$ cat config.mk
export PLATFORM = sky130hd
export DESIGN_NAME = servo_keyframe_gesture_sequencer
export DESIGN_NICKNAME = d
export VERILOG_FILES = /design/src/design/skgs_pkg.sv /design/src/design/servo_keyframe_gesture_sequencer.sv /design/src/design/skgs_step.sv
export SDC_FILE = /design/constraint.sdc
export NUM_CORES = 1
export LEC_CHECK = 0
export ABC_CLOCK_PERIOD_IN_PS = 13500
export BUFFER_PORTS_ARGS = -buffer_cell sky130_fd_sc_hd__buf_2
export CAP_MARGIN = 20
export CORE_MARGIN = 2
export CORE_UTILIZATION = 35
export CTS_BUF_LIST = sky130_fd_sc_hd__clkbuf_4 sky130_fd_sc_hd__clkbuf_8
export CTS_CLUSTER_DIAMETER = 40
export DETAILED_ROUTE_END_ITERATION = 10
export SKIP_LAST_GASP = 1
export SLEW_MARGIN = 5
export SYNTH_ARGS = -nofsm -noshare
export SYNTH_HDL_FRONTEND = slang
export SYNTH_HIERARCHICAL = 1
export SYNTH_SLANG_ARGS = --single-unit
$ cat constraint.sdc
create_clock -name clk -period 13.5 [get_ports clk]
set_input_delay 0.675 -clock clk [delete_from_list [all_inputs] [get_ports clk]]
set_output_delay 0.675 -clock clk [all_outputs]
set_load 0.02 [all_outputs]
$ cat src/design/skgs_pkg.sv
// Shared types, codes and keyframe tables for the servo gesture sequencer.
`timescale 1ns / 1ps

package skgs_pkg;

	localparam int HOLD_W  = 9;
	localparam int ANGLE_W = 8;

	localparam logic       CMD_TICK = 1'b0;
	localparam logic       CMD_PLAY = 1'b1;

	localparam logic [2:0] GEST_NONE   = 3'd0;
	localparam logic [2:0] GEST_NOD    = 3'd1;
	localparam logic [2:0] GEST_SHAKE  = 3'd2;
	localparam logic [2:0] GEST_BOUNCE = 3'd3;
	localparam logic [2:0] GEST_TILT   = 3'd4;

	localparam logic [ANGLE_W-1:0] ANGLE_MAX    = 8'd180;
	localparam logic [ANGLE_W-1:0] CENTER_RESET = 8'd90;

	typedef struct packed {
		logic       cmd;
		logic [2:0] gesture_id;
		logic [31:0] now_ms;
	} in_t;

	typedef struct packed {
		logic [ANGLE_W-1:0] angle_deg;
		logic               gesture_done;
	} out_t;

	typedef struct packed {
		logic [2:0] active_gesture;
		logic [2:0] keyframe_index;
	} seq_state_t;

	typedef struct packed {
		logic signed [7:0] offset;
		logic [HOLD_W-1:0] hold;
	} kf_t;

	// keyframes per gesture; unknown ids have none
	function automatic logic [2:0] gesture_len(input logic [2:0] gid);
		logic [2:0] n;
		case (gid)
			GEST_NOD:    n = 3'd4;
			GEST_SHAKE:  n = 3'd5;
			GEST_BOUNCE: n = 3'd4;
			GEST_TILT:   n = 3'd2;
			default:     n = 3'd0;
		endcase
		return n;
	endfunction

	function automatic kf_t kf_make(input int off, input int hold);
		kf_t k;
		k.offset = 8'(off);
		k.hold   = HOLD_W'(hold);
		return k;
	endfunction

	// keyframe ROM: offset in degrees, hold in ms
	function automatic kf_t kf_lookup(input logic [2:0] gid, input logic [2:0] idx);
		kf_t k;
		k = kf_make(0, 0);
		case (gid)
			GEST_NOD: begin
				case (idx)
					3'd0:    k = kf_make(0, 80);
					3'd1:    k = kf_make(25, 160);
					3'd2:    k = kf_make(-10, 160);
					3'd3:    k = kf_make(0, 120);
					default: k = kf_make(0, 0);
				endcase
			end
			GEST_SHAKE: begin
				case (idx)
					3'd0:    k = kf_make(-25, 120);
					3'd1:    k = kf_make(25, 120);
					3'd2:    k = kf_make(-20, 120);
					3'd3:    k = kf_make(20, 120);
					3'd4:    k = kf_make(0, 100);
					default: k = kf_make(0, 0);
				endcase
			end
			GEST_BOUNCE: begin
				case (idx)
					3'd0:    k = kf_make(20, 110);
					3'd1:    k = kf_make(-15, 110);
					3'd2:    k = kf_make(12, 110);
					3'd3:    k = kf_make(0, 120);
					default: k = kf_make(0, 0);
				endcase
			end
			GEST_TILT: begin
				case (idx)
					3'd0:    k = kf_make(22, 280);
					3'd1:    k = kf_make(0, 200);
					default: k = kf_make(0, 0);
				endcase
			end
			default: k = kf_make(0, 0);
		endcase
		return k;
	endfunction

	// center + offset, clamped to 0..180
	function automatic logic [ANGLE_W-1:0] clamp_angle(input logic [ANGLE_W-1:0] center,
		input logic signed [7:0] off);
		logic signed [9:0] sum;
		logic [ANGLE_W-1:0] a;
		sum = $signed({2'b00, center}) + $signed({{2{off[7]}}, off});
		if (sum < 10'sd0) begin
			a = '0;
		end else if (sum > $signed({2'b00, ANGLE_MAX})) begin
			a = ANGLE_MAX;
		end else begin
			a = sum[ANGLE_W-1:0];
		end
		return a;
	endfunction

endpackage

$ cat src/design/servo_keyframe_gesture_sequencer.sv
// Top level of the servo keyframe gesture sequencer.
//
//   channel  | signals                       | beat taken when
//   ---------+-------------------------------+-------------------------
//   input    | in_valid, in_ready, in_data   | in_valid && in_ready
//   output   | out_valid, out_ready, out_data| out_valid && out_ready
//   config   | cfg_we, cfg_data              | cfg_we (center angle)
//
// One command beat per cycle sustained while the output is not stalled. A beat
// is captured in the input register, then the ROM lookup, the elapsed-time
// subtract/compare and the clamp run in one pass into the result register,
// from which the result is taken on the output channel.
// Reset clears the gesture state and sets center to 90.
// A stalled output holds the input register; in_ready drops only then.
// Beats that make no result (ignored play, tick inside a hold) still retire.
`timescale 1ns / 1ps

module servo_keyframe_gesture_sequencer #(
	parameter int TIME_WIDTH = 32
) (
	input  logic           clk,
	input  logic           arst_n,
	input  logic           in_valid,
	output logic           in_ready,
	input  skgs_pkg::in_t  in_data,
	output logic           out_valid,
	input  logic           out_ready,
	output skgs_pkg::out_t out_data,
	input  logic           cfg_we,
	input  logic [7:0]     cfg_data
);
	import skgs_pkg::*;

	localparam int START_W = (TIME_WIDTH < 32) ? TIME_WIDTH : 32;

	// input register
	in_t  in_s1;
	logic in_valid_s1;

	// sequencer state
	seq_state_t         state_q;
	logic [START_W-1:0] start_q;
	logic [7:0]         center_q;

	// result register
	out_t out_q;
	logic out_valid_q;

	seq_state_t         state_nxt;
	logic [START_W-1:0] start_nxt;
	logic               emit;
	out_t               result;
	logic               advance;

	// the stage moves whenever the result register is free or being drained
	assign advance   = !out_valid_q || out_ready;
	assign in_ready  = !in_valid_s1 || advance;
	assign out_valid = out_valid_q;
	assign out_data  = out_q;

	skgs_step #(
		.TIME_WIDTH(TIME_WIDTH)
	) u_step (
		.item      (in_s1),
		.center    (center_q),
		.state_cur (state_q),
		.start_cur (start_q),
		.state_nxt (state_nxt),
		.start_nxt (start_nxt),
		.emit      (emit),
		.result    (result)
	);

	always_ff @(posedge clk or negedge arst_n) begin
		if (!arst_n) begin
			in_valid_s1 <= 1'b0;
		end else if (in_ready) begin
			in_valid_s1 <= in_valid;
		end
	end

	always_ff @(posedge clk) begin
		if (in_valid && in_ready) begin
			in_s1 <= in_data;
		end
	end

	always_ff @(posedge clk or negedge arst_n) begin
		if (!arst_n) begin
			center_q <= CENTER_RESET;
		end else if (cfg_we) begin
			center_q <= cfg_data;
		end
	end

	// state commits as the beat leaves the input register
	always_ff @(posedge clk or negedge arst_n) begin
		if (!arst_n) begin
			state_q <= '0;
			start_q <= '0;
		end else if (in_valid_s1 && advance) begin
			state_q <= state_nxt;
			start_q <= start_nxt;
		end
	end

	always_ff @(posedge clk or negedge arst_n) begin
		if (!arst_n) begin
			out_valid_q <= 1'b0;
		end else if (advance) begin
			out_valid_q <= in_valid_s1 && emit;
		end
	end

	always_ff @(posedge clk) begin
		if (advance && in_valid_s1 && emit) begin
			out_q <= result;
		end
	end

endmodule

$ cat src/design/skgs_step.sv
// Combinational next-state and result logic for one command beat.
`timescale 1ns / 1ps

module skgs_step #(
	parameter int TIME_WIDTH = 32,
	localparam int START_W = (TIME_WIDTH < 32) ? TIME_WIDTH : 32
) (
	input  skgs_pkg::in_t        item,
	input  logic [7:0]           center,
	input  skgs_pkg::seq_state_t state_cur,
	input  logic [START_W-1:0]   start_cur,
	output skgs_pkg::seq_state_t state_nxt,
	output logic [START_W-1:0]   start_nxt,
	output logic                 emit,
	output skgs_pkg::out_t       result
);
	import skgs_pkg::*;

	logic [2:0]            n_play;
	logic [2:0]            n_cur;
	logic [2:0]            idx_inc;
	logic [START_W-1:0]    now_t;
	logic [TIME_WIDTH-1:0] elapsed;
	kf_t                   kf_first;
	kf_t                   kf_cur;
	kf_t                   kf_next;
	logic                  hold_open;

	assign n_play   = gesture_len(item.gesture_id);
	assign n_cur    = gesture_len(state_cur.active_gesture);
	assign idx_inc  = state_cur.keyframe_index + 3'd1;
	assign now_t    = item.now_ms[START_W-1:0];
	assign elapsed  = TIME_WIDTH'(now_t) - TIME_WIDTH'(start_cur);
	assign kf_first = kf_lookup(item.gesture_id, 3'd0);
	assign kf_cur   = kf_lookup(state_cur.active_gesture, state_cur.keyframe_index);
	assign kf_next  = kf_lookup(state_cur.active_gesture, idx_inc);
	// still inside the current keyframe's hold window
	assign hold_open = (state_cur.keyframe_index < n_cur) &&
		(elapsed < TIME_WIDTH'(kf_cur.hold));

	always_comb begin
		state_nxt = state_cur;
		start_nxt = start_cur;
		emit      = 1'b0;
		result    = '0;
		if (item.cmd == CMD_PLAY) begin
			if (item.gesture_id != GEST_NONE) begin
				state_nxt.active_gesture = item.gesture_id;
				state_nxt.keyframe_index = 3'd0;
				start_nxt                = now_t;
				if (n_play != 3'd0) begin
					emit             = 1'b1;
					result.angle_deg = clamp_angle(center, kf_first.offset);
				end
			end
		end else if (state_cur.active_gesture != GEST_NONE && n_cur != 3'd0 && !hold_open) begin
			state_nxt.keyframe_index = idx_inc;
			start_nxt                = now_t;
			emit                     = 1'b1;
			if (idx_inc >= n_cur) begin
				// past the last keyframe: recenter and stop
				state_nxt.active_gesture = GEST_NONE;
				result.angle_deg         = clamp_angle(center, 8'sd0);
				result.gesture_done      = 1'b1;
			end else begin
				result.angle_deg = clamp_angle(center, kf_next.offset);
			end
		end
	end

endmodule

# Word level (Yosys, flattened, before mapping)

Index checks and enable logic that the tools add are counted.

Output and inout bits: 11
Input port bits: 49
Flip-flop bits (word level): 93
Logic and storage cells: 103

Bitwise logic cells: 1
Add/sub/neg operators: 4
Multiplexer cells: 36
Eq/ne operators: 17
Magnitude comparators: 9
Reductions and logical operators: 25

Operators with widths:

| cell                  | count |
|---|---|
| $pmux W17 S4          | 4 |
| $mux W32              | 3 |
| $pmux W17 S5          | 1 |
| $mux W8               | 10 |
| $pmux W9 S4           | 1 |
| $pmux W7 S5           | 1 |
| $lt A32 B9 Y1         | 1 |
| $pmux W8 S4           | 1 |
| $sub A32 B32 Y32      | 1 |
| $pmux W14 S2          | 1 |
| $pmux W7 S4           | 1 |
| $eq A3 B2 Y1 const B  | 8 |
| $add A9 B8 Y10        | 2 |
| $gt A10 B9 Y1 const B | 2 |
| $lt A10 B1 Y1 const B | 2 |
| $mux W6               | 3 |
| $pmux W3 S3           | 2 |
| $pmux W9 S2           | 1 |
| $eq A3 B1 Y1 const B  | 4 |
| $eq A3 B3 Y1 const B  | 4 |
| $reduce_bool A3 Y1    | 4 |
| $mux W9               | 1 |
| $gt A8 B8 Y1 const B  | 1 |
| $lt A8 B1 Y1 const B  | 1 |
| other kinds (15)      | 32 |

# Logic depth before layout (Yosys ltp)

Gate-level depths: netlist (run 1).

Word-level depth: 11
Mapped depth: 21
Depth with buffers taken out: 19

# By module

Netlist (run 1), hierarchy kept.

By module, submodules not included:

| module                           | sequential area each (µm²) | cells each | instances | area each (µm²) |
|---|---|---|---|---|
| skgs_step                        | 0.0                        | 635        | 1         | 4444.3 |
| servo_keyframe_gesture_sequencer | 2557.5                     | 153        | 1         | 3248.1 |

# Worst setup path after synthesis (run 1)

No wires, ideal clock.

Path type: register to register
Start: reg in_s1[0] (netlist bit)
End: reg out_q, in the netlist out_data[0], enable pin
Required time: 13.222 ns
Buffers on the path: 1
Period minus slack after synthesis: 4.318 ns
Data arrival time: 4.040 ns
Slack: 9.182 ns
Stages on the path, launching flop included: 20
Library setup time: 0.278 ns
Path through: edfxtp_1 -> nand2b_1 -> fa_1 -> a211oi_1 -> o21a_2 -> o21ai_0 -> xor2_1 -> ha_1 -> a211oi_1 -> nand3_1 -> nor4b_1 -> o22ai_1 -> nor4_1 -> nand4_1 -> or4_4 -> nand2b_2 -> buf_6 -> nand2_1 -> nand2_1 -> nor2_1

Longest elaborated chain between the ends: 8

Ends and longest elaborated chain:

| item                   | line                                    | text |
|---|---|---|
| from (decl)            | servo_keyframe_gesture_sequencer.sv:37  | `in_t in_s1;` |
| from (signal assigned) | servo_keyframe_gesture_sequencer.sv:84  | `in_s1 <= in_data;` |
| $sub A32 B32 Y32       | skgs_step.sv:33                         | `assign elapsed = TIME_WIDTH'(now_t) - TIME_WIDTH'(start_cur);` |
| $lt A32 B9 Y1          | skgs_step.sv:39                         | `(elapsed < TIME_WIDTH'(kf_cur.hold));` |
| $logic_and A1 B1 Y1    | skgs_step.sv:38                         | `assign hold_open = (state_cur.keyframe_index < n_cur) &&` |
| $logic_not A1 Y1       | skgs_step.sv:56                         | `end else if (state_cur.active_gesture != GEST_NONE && n_cur != 3'd0 && !hold_open) begin` |
| $logic_and A1 B1 Y1    | skgs_step.sv:56                         |  |
| $mux W1                | skgs_step.sv:56                         |  |
| $mux W1                | skgs_step.sv:46                         | `if (item.cmd == CMD_PLAY) begin` |
| named net emit         | servo_keyframe_gesture_sequencer.sv:51  | `logic emit;` |
| $logic_and A1 B1 Y1    | servo_keyframe_gesture_sequencer.sv:116 | `if (advance && in_valid_s1 && emit) begin` |
| to (signal assigned)   | servo_keyframe_gesture_sequencer.sv:117 | `out_q <= result;` |
| to (decl)              | servo_keyframe_gesture_sequencer.sv:46  | `out_t out_q;` |

The timed path passes the listed nets, and every way through them passes these cells.
A chain may end at the register's enable or synchronous reset.

# Final worst setup path (run 1)

Start: reg in_s1[0] (netlist bit)
End: reg start_q[16]

Longest elaborated chain between the ends: 7

Ends and longest elaborated chain:

| item                                | line                                    | text |
|---|---|---|
| $sub A32 B32 Y32                    | skgs_step.sv:33                         |  |
| $lt A32 B9 Y1                       | skgs_step.sv:39                         |  |
| $logic_and A1 B1 Y1                 | skgs_step.sv:38                         |  |
| $logic_not A1 Y1                    | skgs_step.sv:56                         |  |
| $logic_and A1 B1 Y1                 | skgs_step.sv:56                         |  |
| $reduce_bool A2 Y1 (no source line) | n/a                                     |  |
| $reduce_and A3 Y1 (no source line)  | n/a                                     |  |
| to (signal assigned)                | servo_keyframe_gesture_sequencer.sv:103 | `start_q <= start_nxt;` |
| to (decl)                           | servo_keyframe_gesture_sequencer.sv:42  | `logic [START_W-1:0] start_q;` |

Every way passes these cells.

==> results of run 1 <==
[cell families (layout without fill, tap and decap cells)]
logic type	after synthesis	count (layout)	share of synthesized area
buf+inv	82	134	0.04782
compound gates	222	222	0.1905
fa+ha+maj	68	68	0.1135
xor+xnor	31	31	0.03530
mux	85	85	0.1477
flops	93	93	0.3325
simple gates	207	207	0.1327
[routing by layer]
metal	routed length [um]	vias up
li1	-	3017
met5	0	-
met2	8609	146
met1	8029	2927
met4	353	0
met3	716	27
[layout make-up]
cell class | instances | area (um2) | area share
Clock buffer | 10 | 137.6 | 0.01635
Tap cell | 280 | 350.3 | 0.04162
Multi-Input combinational cell | 613 | 4776 | 0.5674
Timing Repair Buffer | 62 | 317.8 | 0.03776
Sequential cell | 93 | 2557 | 0.3038
Inverter | 56 | 210.2 | 0.02497
Clock inverter | 6 | 67.56 | 0.008027
[final timing paths]
path	to	slack, ps	depth (start not counted)
hold reg to reg	start_q[8]	540	1
setup reg to reg	start_q[16]	8310	18
max in group asynchronous	start_q[0]	12640	2
min in group clk	in_s1[35]	450	1
hold / removal	start_q[21]	400	2
setup / recovery	start_q[16]	8310	18
[critical path: stages, from the launching register on]
cell      delay [ps]
edfxtp_1         380
nand2b_1         190
fa_1             430
a211oi_1         400
o21a_2           250
o21ai_0          120
xor2_1           180
ha_1             330
a211oi_1         220
nand3_1          130
nor4b_1          260
o22ai_1          120
nor4_1           240
nand4_1          190
nor4_2           390
o21ai_4          270
buf_4            380
mux2_4           330
mux2_4           260
[cell usage after synthesis, types with 5 or more instances]
master / number / share of area
mux2_4: 49 / 0.096
nor4_1: 7 / 0.0057
edfxtp_1: 45 / 0.18
a211oi_1: 7 / 0.0068
o21a_1: 9 / 0.0088
mux2_2: 32 / 0.047
nand2_1: 63 / 0.031
clkbuf_1: 13 / 0.0063
nor3_1: 11 / 0.0072
o21bai_1: 7 / 0.0068
o21ai_0: 46 / 0.030
nand4_1: 11 / 0.0089
a21oi_1: 56 / 0.036
nor2_1: 59 / 0.029
buf_6: 7 / 0.010
o31ai_1: 5 / 0.0049
xnor2_1: 14 / 0.016
nand2b_1: 8 / 0.0065
o211ai_1: 9 / 0.0088
inv_1: 56 / 0.027
dfrtp_1: 44 / 0.14
nand3_1: 15 / 0.0098
buf_2: 6 / 0.0039
o22ai_1: 9 / 0.0073
a22oi_1: 6 / 0.0059
ha_1: 65 / 0.11
a31oi_1: 7 / 0.0057
a21o_1: 15 / 0.015
nor2b_1: 7 / 0.0057
xor2_1: 17 / 0.019
[flip-flops by register name (all words and copies together) (netlist names)]
signal,flops
out_data,9
center_q,8
state_q,6
out_valid,1
in_s1,36
start_q,32
in_valid_s1,1
[power breakdown]
part	leakage (nW)	internal (mW)	switching [mW]
sequential	1.00	0.386	0.0812
combinational	2.53	0.575	0.732
clock	0.109	0.0923	0.111
==> key figures, run 1 <==
Global routing
  – Met3 GRT Util: 0.02446
  – Met1 global-route usage: 0.1968
  – Overflow left after global routing: 0
  – Overall routing resource usage: 0.1538
  – Initial antenna violation count: 0
  – Largest net degree at the start of global routing: roughly 50
  – GR Util met2: 0.2636
  – Busiest grt layer: met2
  – Vias in the first global route: around 6000
  – First-pass GRT wire length: around 30000 um

Power
  – Total power draw: 1.978 mW
  – PwrDens: about 240 nW/um2
  – Pleak: approximately 3.6 nW
  – Maximum VDD drop: roughly 0.000072 V

Detailed routing
  – DRT Pass-1 Iters: 5
  – Antenna Nets Post-Route: 0
  – Drt drc: 0
  – Vias: ~6100
  – Via density: between 5 and 6
  – WL final: around 18000 um
  – Routed WL per cell: about 16 um
  – DRT iter0 DRCs: 380

Setup path
  – Critical path peak fanout: 18
  – CP required: 13770 ps
  – Critical path endpoint category: register
  – CP Class: register to register
  – Critical Path AT: between 5000 and 6000 ps
  – CP startpoint kind: register
  – Crit path launch: in_s1[0]
  – FF-to-FF Start: in_s1[0]

Clocking
  – Setup Fix Bufs, Post-CTS: 0
  – Total CTS buffers: 9
  – CTS max path bufs: 2
  – CTS tree: built
  – Clk_lat worst skew: between 300 and 400 ps
  – Root Buffer: clkbuf_8
  – Clk slew on worst S/H paths: 100 ps
  – CTS Hold Bufs: 0
  – PostCTS Resize Cnt: 0
  – Sink Count: 93
  – H-tree Lvls: 3

STA
  – Fin. Hold Viols: 0
  – Least-Margin Pin Slew: around 940 ps
  – Final Cycle Share: 0.3842
  – Post-Route Setup TNS: 0 ps
  – Final setup margin: between 8000 and 9000 ps
  – Max Clock Freq: slightly below 0.2 GHz
  – RSZ-0062 raised after global routing: no
  – Slew HR: 0.3748
  – Fin crit period: 5187 ps
  – Fin Hold WS: 396.8 ps
  – Final Slew Violations: 0
  – Final setup viols: 0
  – Clk_skew: 16.84 ps

Finish
  – Final core occ: 0.3881
  – Post-route cell area: 8417 um2
  – Fin nets: ~950
  – Non-filler instance count after layout: ~1100
  – Share of cells above drive strength 1: 0.2143
  – Antenna Cells: 0
  – Fill count: around 2200
  – Area Growth Syn to Fin: 9.418%
  – Most frequent cells in the layout: 65 x ha_1, 63 x nand2_1, 59 x nor2_1, 59 x buf_2
  – Most common cell after layout, fill and taps aside: ha_1

Floorplan
  – Die ar.: 23180 um2
  – Core area: ~22000 um2
  – Die Y-Extent: around 150 um
  – IO Pins: 60
  – Die X: around 150 um
  – FP Rows: 54
  – Initial core utilization: 0.3547

Logic synthesis
  – EDFF count, synth: between 40 and 50
  – Distinct cells, synth: 73
  – Ys async rst share: 0.5161
  – Post-Synthesis Cells: 788
  – Synth Register Bits: 93
  – Syn_area_per_cell: 9.762 um2
  – Synth Warn #: 6
  – Post-synthesis sequential area ratio: 0.3325
  – Predominant post-synthesis flop cell: edfxtp_1
  – Post-Syn Area: approximately 7700 um2
  – Syn Nets: slightly above 900

Placed design
  – PortBufs: 59
  – Dpl ws: 8350 ps
  – Placed cells: between 1000 and 1500
  – Area after DPL: around 8200 um2
  – Routability cong.: ~0.86
  – DP Wirelength: 13340 um

Hold path
  – Hold Path Class: primary input to async pin

Run status
  – Status: finished clean

Job
  – MaxCap Viol Count: 0
No activity file was read; power rests on OpenSTA's default activity.
==> inputs of run 2 (changes only) <==
- ABC_AREA: unset -> 1
- ABC_CLOCK_PERIOD_IN_PS: 13500 -> 4500
- clock period: 13.5 -> 4.5 ns (I/O delays scaled with it)
==> run 2 against run 1 <==
Net effect:
- die area rose by 13%
- critical path depth increased by 1
- flip-flop and latch count unchanged
- clock power increased to 3.1 times the previous value
- via count grew 40%
- largest cell class unchanged
- largest power group unchanged
==> key figures, run 2 <==
Run status
  – Status: finished clean (unchanged)

Power
  – Maximum VDD drop: 0.0002754 V (was 0.00007237 V)
  – PwrDens: 629.9 nW/um2 (was 235.0 nW/um2)
  – Total power draw: 6.222 mW (was 1.978 mW)
  – Pleak: 5.313 nW (was 3.644 nW)

Finish
  – Antenna Cells: 0 (unchanged)
  – Most common cell after layout, fill and taps aside: nand2_1 (was ha_1)
  – Fill count: 2575 (was 2183)
  – Area Growth Syn to Fin: 13.63% (was 9.418%)
  – Top reg by flops: in_s1 (unchanged)
  – Most frequent cells in the layout: 466 x nand2_1, 209 x inv_1, 138 x nand3_1 (was 65 x ha_1, 63 x nand2_1, 59 x nor2_1, 59 x buf_2)
  – Fin nets: 1523 (was 952)
  – Register area: 2557 um2 (unchanged)
  – Largest register FFs: 36 (unchanged)
  – Area of the multi-input gates: 5126 um2 (was 4776 um2)
  – Share of cells above drive strength 1: 0.08292 (was 0.2143)
  – Non-filler instance count after layout: 1735 (was 1120)

Logic synthesis
  – Most numerous cell in the Yosys netlist: nand2_1 (was ha_1)
  – Main combinational cell family by area after synthesis: simple AND/OR/NAND/NOR gates (was compound AO/OA/AOI/OAI gates)
  – Synth top area share: 0.2012 (was 0.1757)
  – Top cell type by total area after synthesis: nand2_1 (was edfxtp_1)
  – Top cells by area, synth: nand2_1 20%, edfxtp_1 16%, dfrtp_1 13% (was edfxtp_1 18%, dfrtp_1 14%, ha_1 11%)
  – Post-Syn Area: 8692 um2 (was 7692 um2)
  – Predominant post-synthesis flop cell: edfxtp_1 (unchanged)
  – Ys async rst share: 0.5161 (unchanged)
  – Syn Nets: 1437 (was 905)
  – Synth Warn #: 6 (unchanged)
  – Syn_area_per_cell: 6.585 um2 (was 9.762 um2)
  – Synth Register Bits: 93 (unchanged)
  – Distinct cells, synth: 50 (was 73)
  – Simple-Gate Fraction of Synth Area: 0.3702 (was 0.1327)
  – Commonest cells post-synth: 466 x nand2_1, 209 x inv_1, 138 x nand3_1 (was 65 x ha_1, 63 x nand2_1, 59 x nor2_1)
  – Synth Area in Compound Gates: 0.09673 (was 0.1905)
  – Post-synthesis sequential area ratio: 0.2942 (was 0.3325)
  – Post-synthesis mux area share: 0 (was 0.1477)
  – Post-Synthesis Cells: 1320 (was 788)
  – Synth Area in XOR/XNOR: 0.02116 (was 0.03530)
  – Synth Area in Adders: 0.1005 (was 0.1135)
  – EDFF count, synth: 45 (unchanged)

Detailed routing
  – Drt drc: 0 (unchanged)
  – WL final: 24010 um (was 17710 um)
  – DRT iter0 DRCs: 586 (was 380)
  – Antenna Nets Post-Route: 0 (unchanged)
  – Vias: 8557 (was 6117)
  – Via density: 4.932 (was 5.462)
  – Routed WL per cell: 13.84 um (was 15.81 um)
  – DRT Pass-1 Iters: 7 (was 5)

STA
  – Post-Route Setup TNS: 0 ps (unchanged)
  – Final setup viols: 0 (unchanged)
  – Clk_skew: 13.59 ps (was 16.84 ps)
  – Slew HR: 0.2557 (was 0.3748)
  – Final Cycle Share: 0.9065 (was 0.3842)
  – Least-Margin Pin Slew: 1115 ps (was 937.7 ps)
  – RSZ-0062 raised after global routing: no (unchanged)
  – Fin. Hold Viols: 0 (unchanged)
  – Fin crit period: 4079 ps (was 5187 ps)
  – Max Clock Freq: 0.2452 GHz (was 0.1928 GHz)
  – Final Slew Violations: 0 (unchanged)
  – Final setup margin: 421.0 ps (was 8313 ps)
  – Fin Hold WS: 35.92 ps (was 396.8 ps)

Clocking
  – CTS tree: built (unchanged)
  – Clk_lat worst skew: 400 ps (was 390 ps)
  – Total CTS buffers: 9 (unchanged)
  – Root Buffer: clkbuf_8 (unchanged)
  – Sink Count: 93 (unchanged)
  – Clk slew on worst S/H paths: 100 ps (about the same)
  – CTS max path bufs: 2 (unchanged)
  – H-tree Lvls: 3 (unchanged)

Floorplan
  – Die X: 161.6 um (was 152.3 um)
  – IO Pins: 60 (unchanged)
  – FP Rows: 57 (was 54)
  – Die ar.: 26110 um2 (was 23180 um2)
  – Die Y-Extent: 161.6 um (was 152.3 um)
  – Core area: 24320 um2 (was 21690 um2)
  – Initial core utilization: 0.3574 (was 0.3547)

Placed design
  – Dpl ws: 411.4 ps (was 8350 ps)
  – DP Wirelength: 17600 um (was 13340 um)
  – Routability cong.: 0.9609 (was 0.8575)
  – Placed cells: 1682 (was 1104)
  – PortBufs: 59 (unchanged)

Setup path
  – Critical path peak fanout: 9 (was 18)
  – CP required: 4660 ps (was 13770 ps)
  – Critical Path AT: 4240 ps (was 5460 ps)
  – Critical path endpoint category: register (unchanged)
  – CP Class: register to register (unchanged)
  – Reg2Reg Setup Slack: 420 ps (was 8310 ps)
  – CP startpoint kind: register (unchanged)

Global routing
  – Initial antenna violation count: 0 (unchanged)
  – Overall routing resource usage: 0.1898 (was 0.1538)
  – Largest net degree at the start of global routing: 49 (unchanged)
  – Vias in the first global route: 8255 (was 6015)
  – First-pass GRT wire length: 40530 um (was 29580 um)
  – Overflow left after global routing: 0 (unchanged)

Job
  – MaxCap Viol Count: 0 (unchanged)

Hold path
  – Hold Path Class: primary input to register (was primary input to async pin)
## run 2: cell count changes after synthesis, sizes merged, moves of 10 or more
cell    delta
nand3    +123
a21o      -15
inv      +155
a22oi     +26
nor2      +19
nand2    +409
a21oi     -14
nand2b    -10
buf       +11
nand3b    +35
mux2      -81
## run 2: logic make-up after synthesis
logic type	count (synthesis)
xor gates and xnor gates	21
DFF	93
AOI/OAI and AO/OA	137
adders and majority gates	68
and+or+nand+nor	751
buffers and inverters	250
## run 2: what timing repair did
action                                  in CTS  in global routing
buffers inserted                             0                  0
endpoints found under the hold margin       63                  1
endpoints found under the setup margin       0                  1
gates resized for setup                      0                  1
hold buffers                                36                  1
## run 2: per-layer routing
| layer | track usage | part of all wire | vias up |
|---|---|---|---|
| li1 | - | - | 4411 |
| met1 | 0.2340 | 0.44 | 3918 |
| met2 | 0.3458 | 0.50 | 193 |
| met3 | 0.02517 | 0.035 | 35 |
| met4 | 0.05235 | 0.021 | 0 |
| met5 | 0 | 0 | - |
## run 2: area by class of cell
| class | count | share of cell area |
|---|---|---|
| Clock buffer | 10 | 0.01393 |
| Tap cell | 324 | 0.04104 |
| Inverter | 214 | 0.08133 |
| Clock inverter | 6 | 0.006967 |
| Multi-Input combinational cell | 977 | 0.5190 |
| Sequential cell | 93 | 0.2589 |
| Timing Repair Buffer | 111 | 0.07879 |
## run 2: final timing paths
kind	start	cells past startpoint	to
worst max register to register	state_q[0]	19	out_data[5]
worst min register to register	start_q[24]	2	start_q[24]
worst min-delay path	cfg_data[6]	3	center_q[6]
worst max-delay path	state_q[0]	19	out_data[5]
max in group asynchronous	arst_n	3	state_q[5]
min in group asynchronous	arst_n	3	start_q[11]
## run 2: critical path, cell delays in order, from the launching register on
cell      delay, ps
dfrtp_1         500
ha_1            250
ha_1            380
nand2_1         160
nor2_1           70
a21oi_1         160
o311ai_0        170
ha_1            380
nand3_1          90
nand2_1         120
a21boi_2         90
o21ai_0         270
or2_1           160
nand2_1         150
nand3_1         130
nand3_1         190
o21ai_0         320
nand2_1          90
nand3_1         100
nand2_1          50
## run 2: power by group
| part | total (mW) | switching (mW) | internal, mW |
|---|---|---|---|
| Combinational | 4.23 | 2.76 | 1.47 |
| Sequential | 1.36 | 0.208 | 1.15 |
| Clock | 0.633 | 0.356 | 0.277 |
## run 2: stage by stage
step	util	cell area [um2]
global placement	0.3823	9296
finish	0.4061	9877
global route	0.4061	9877
CTS	0.4056	9863
detailed placement	0.3823	9296
floorplan	-	8692
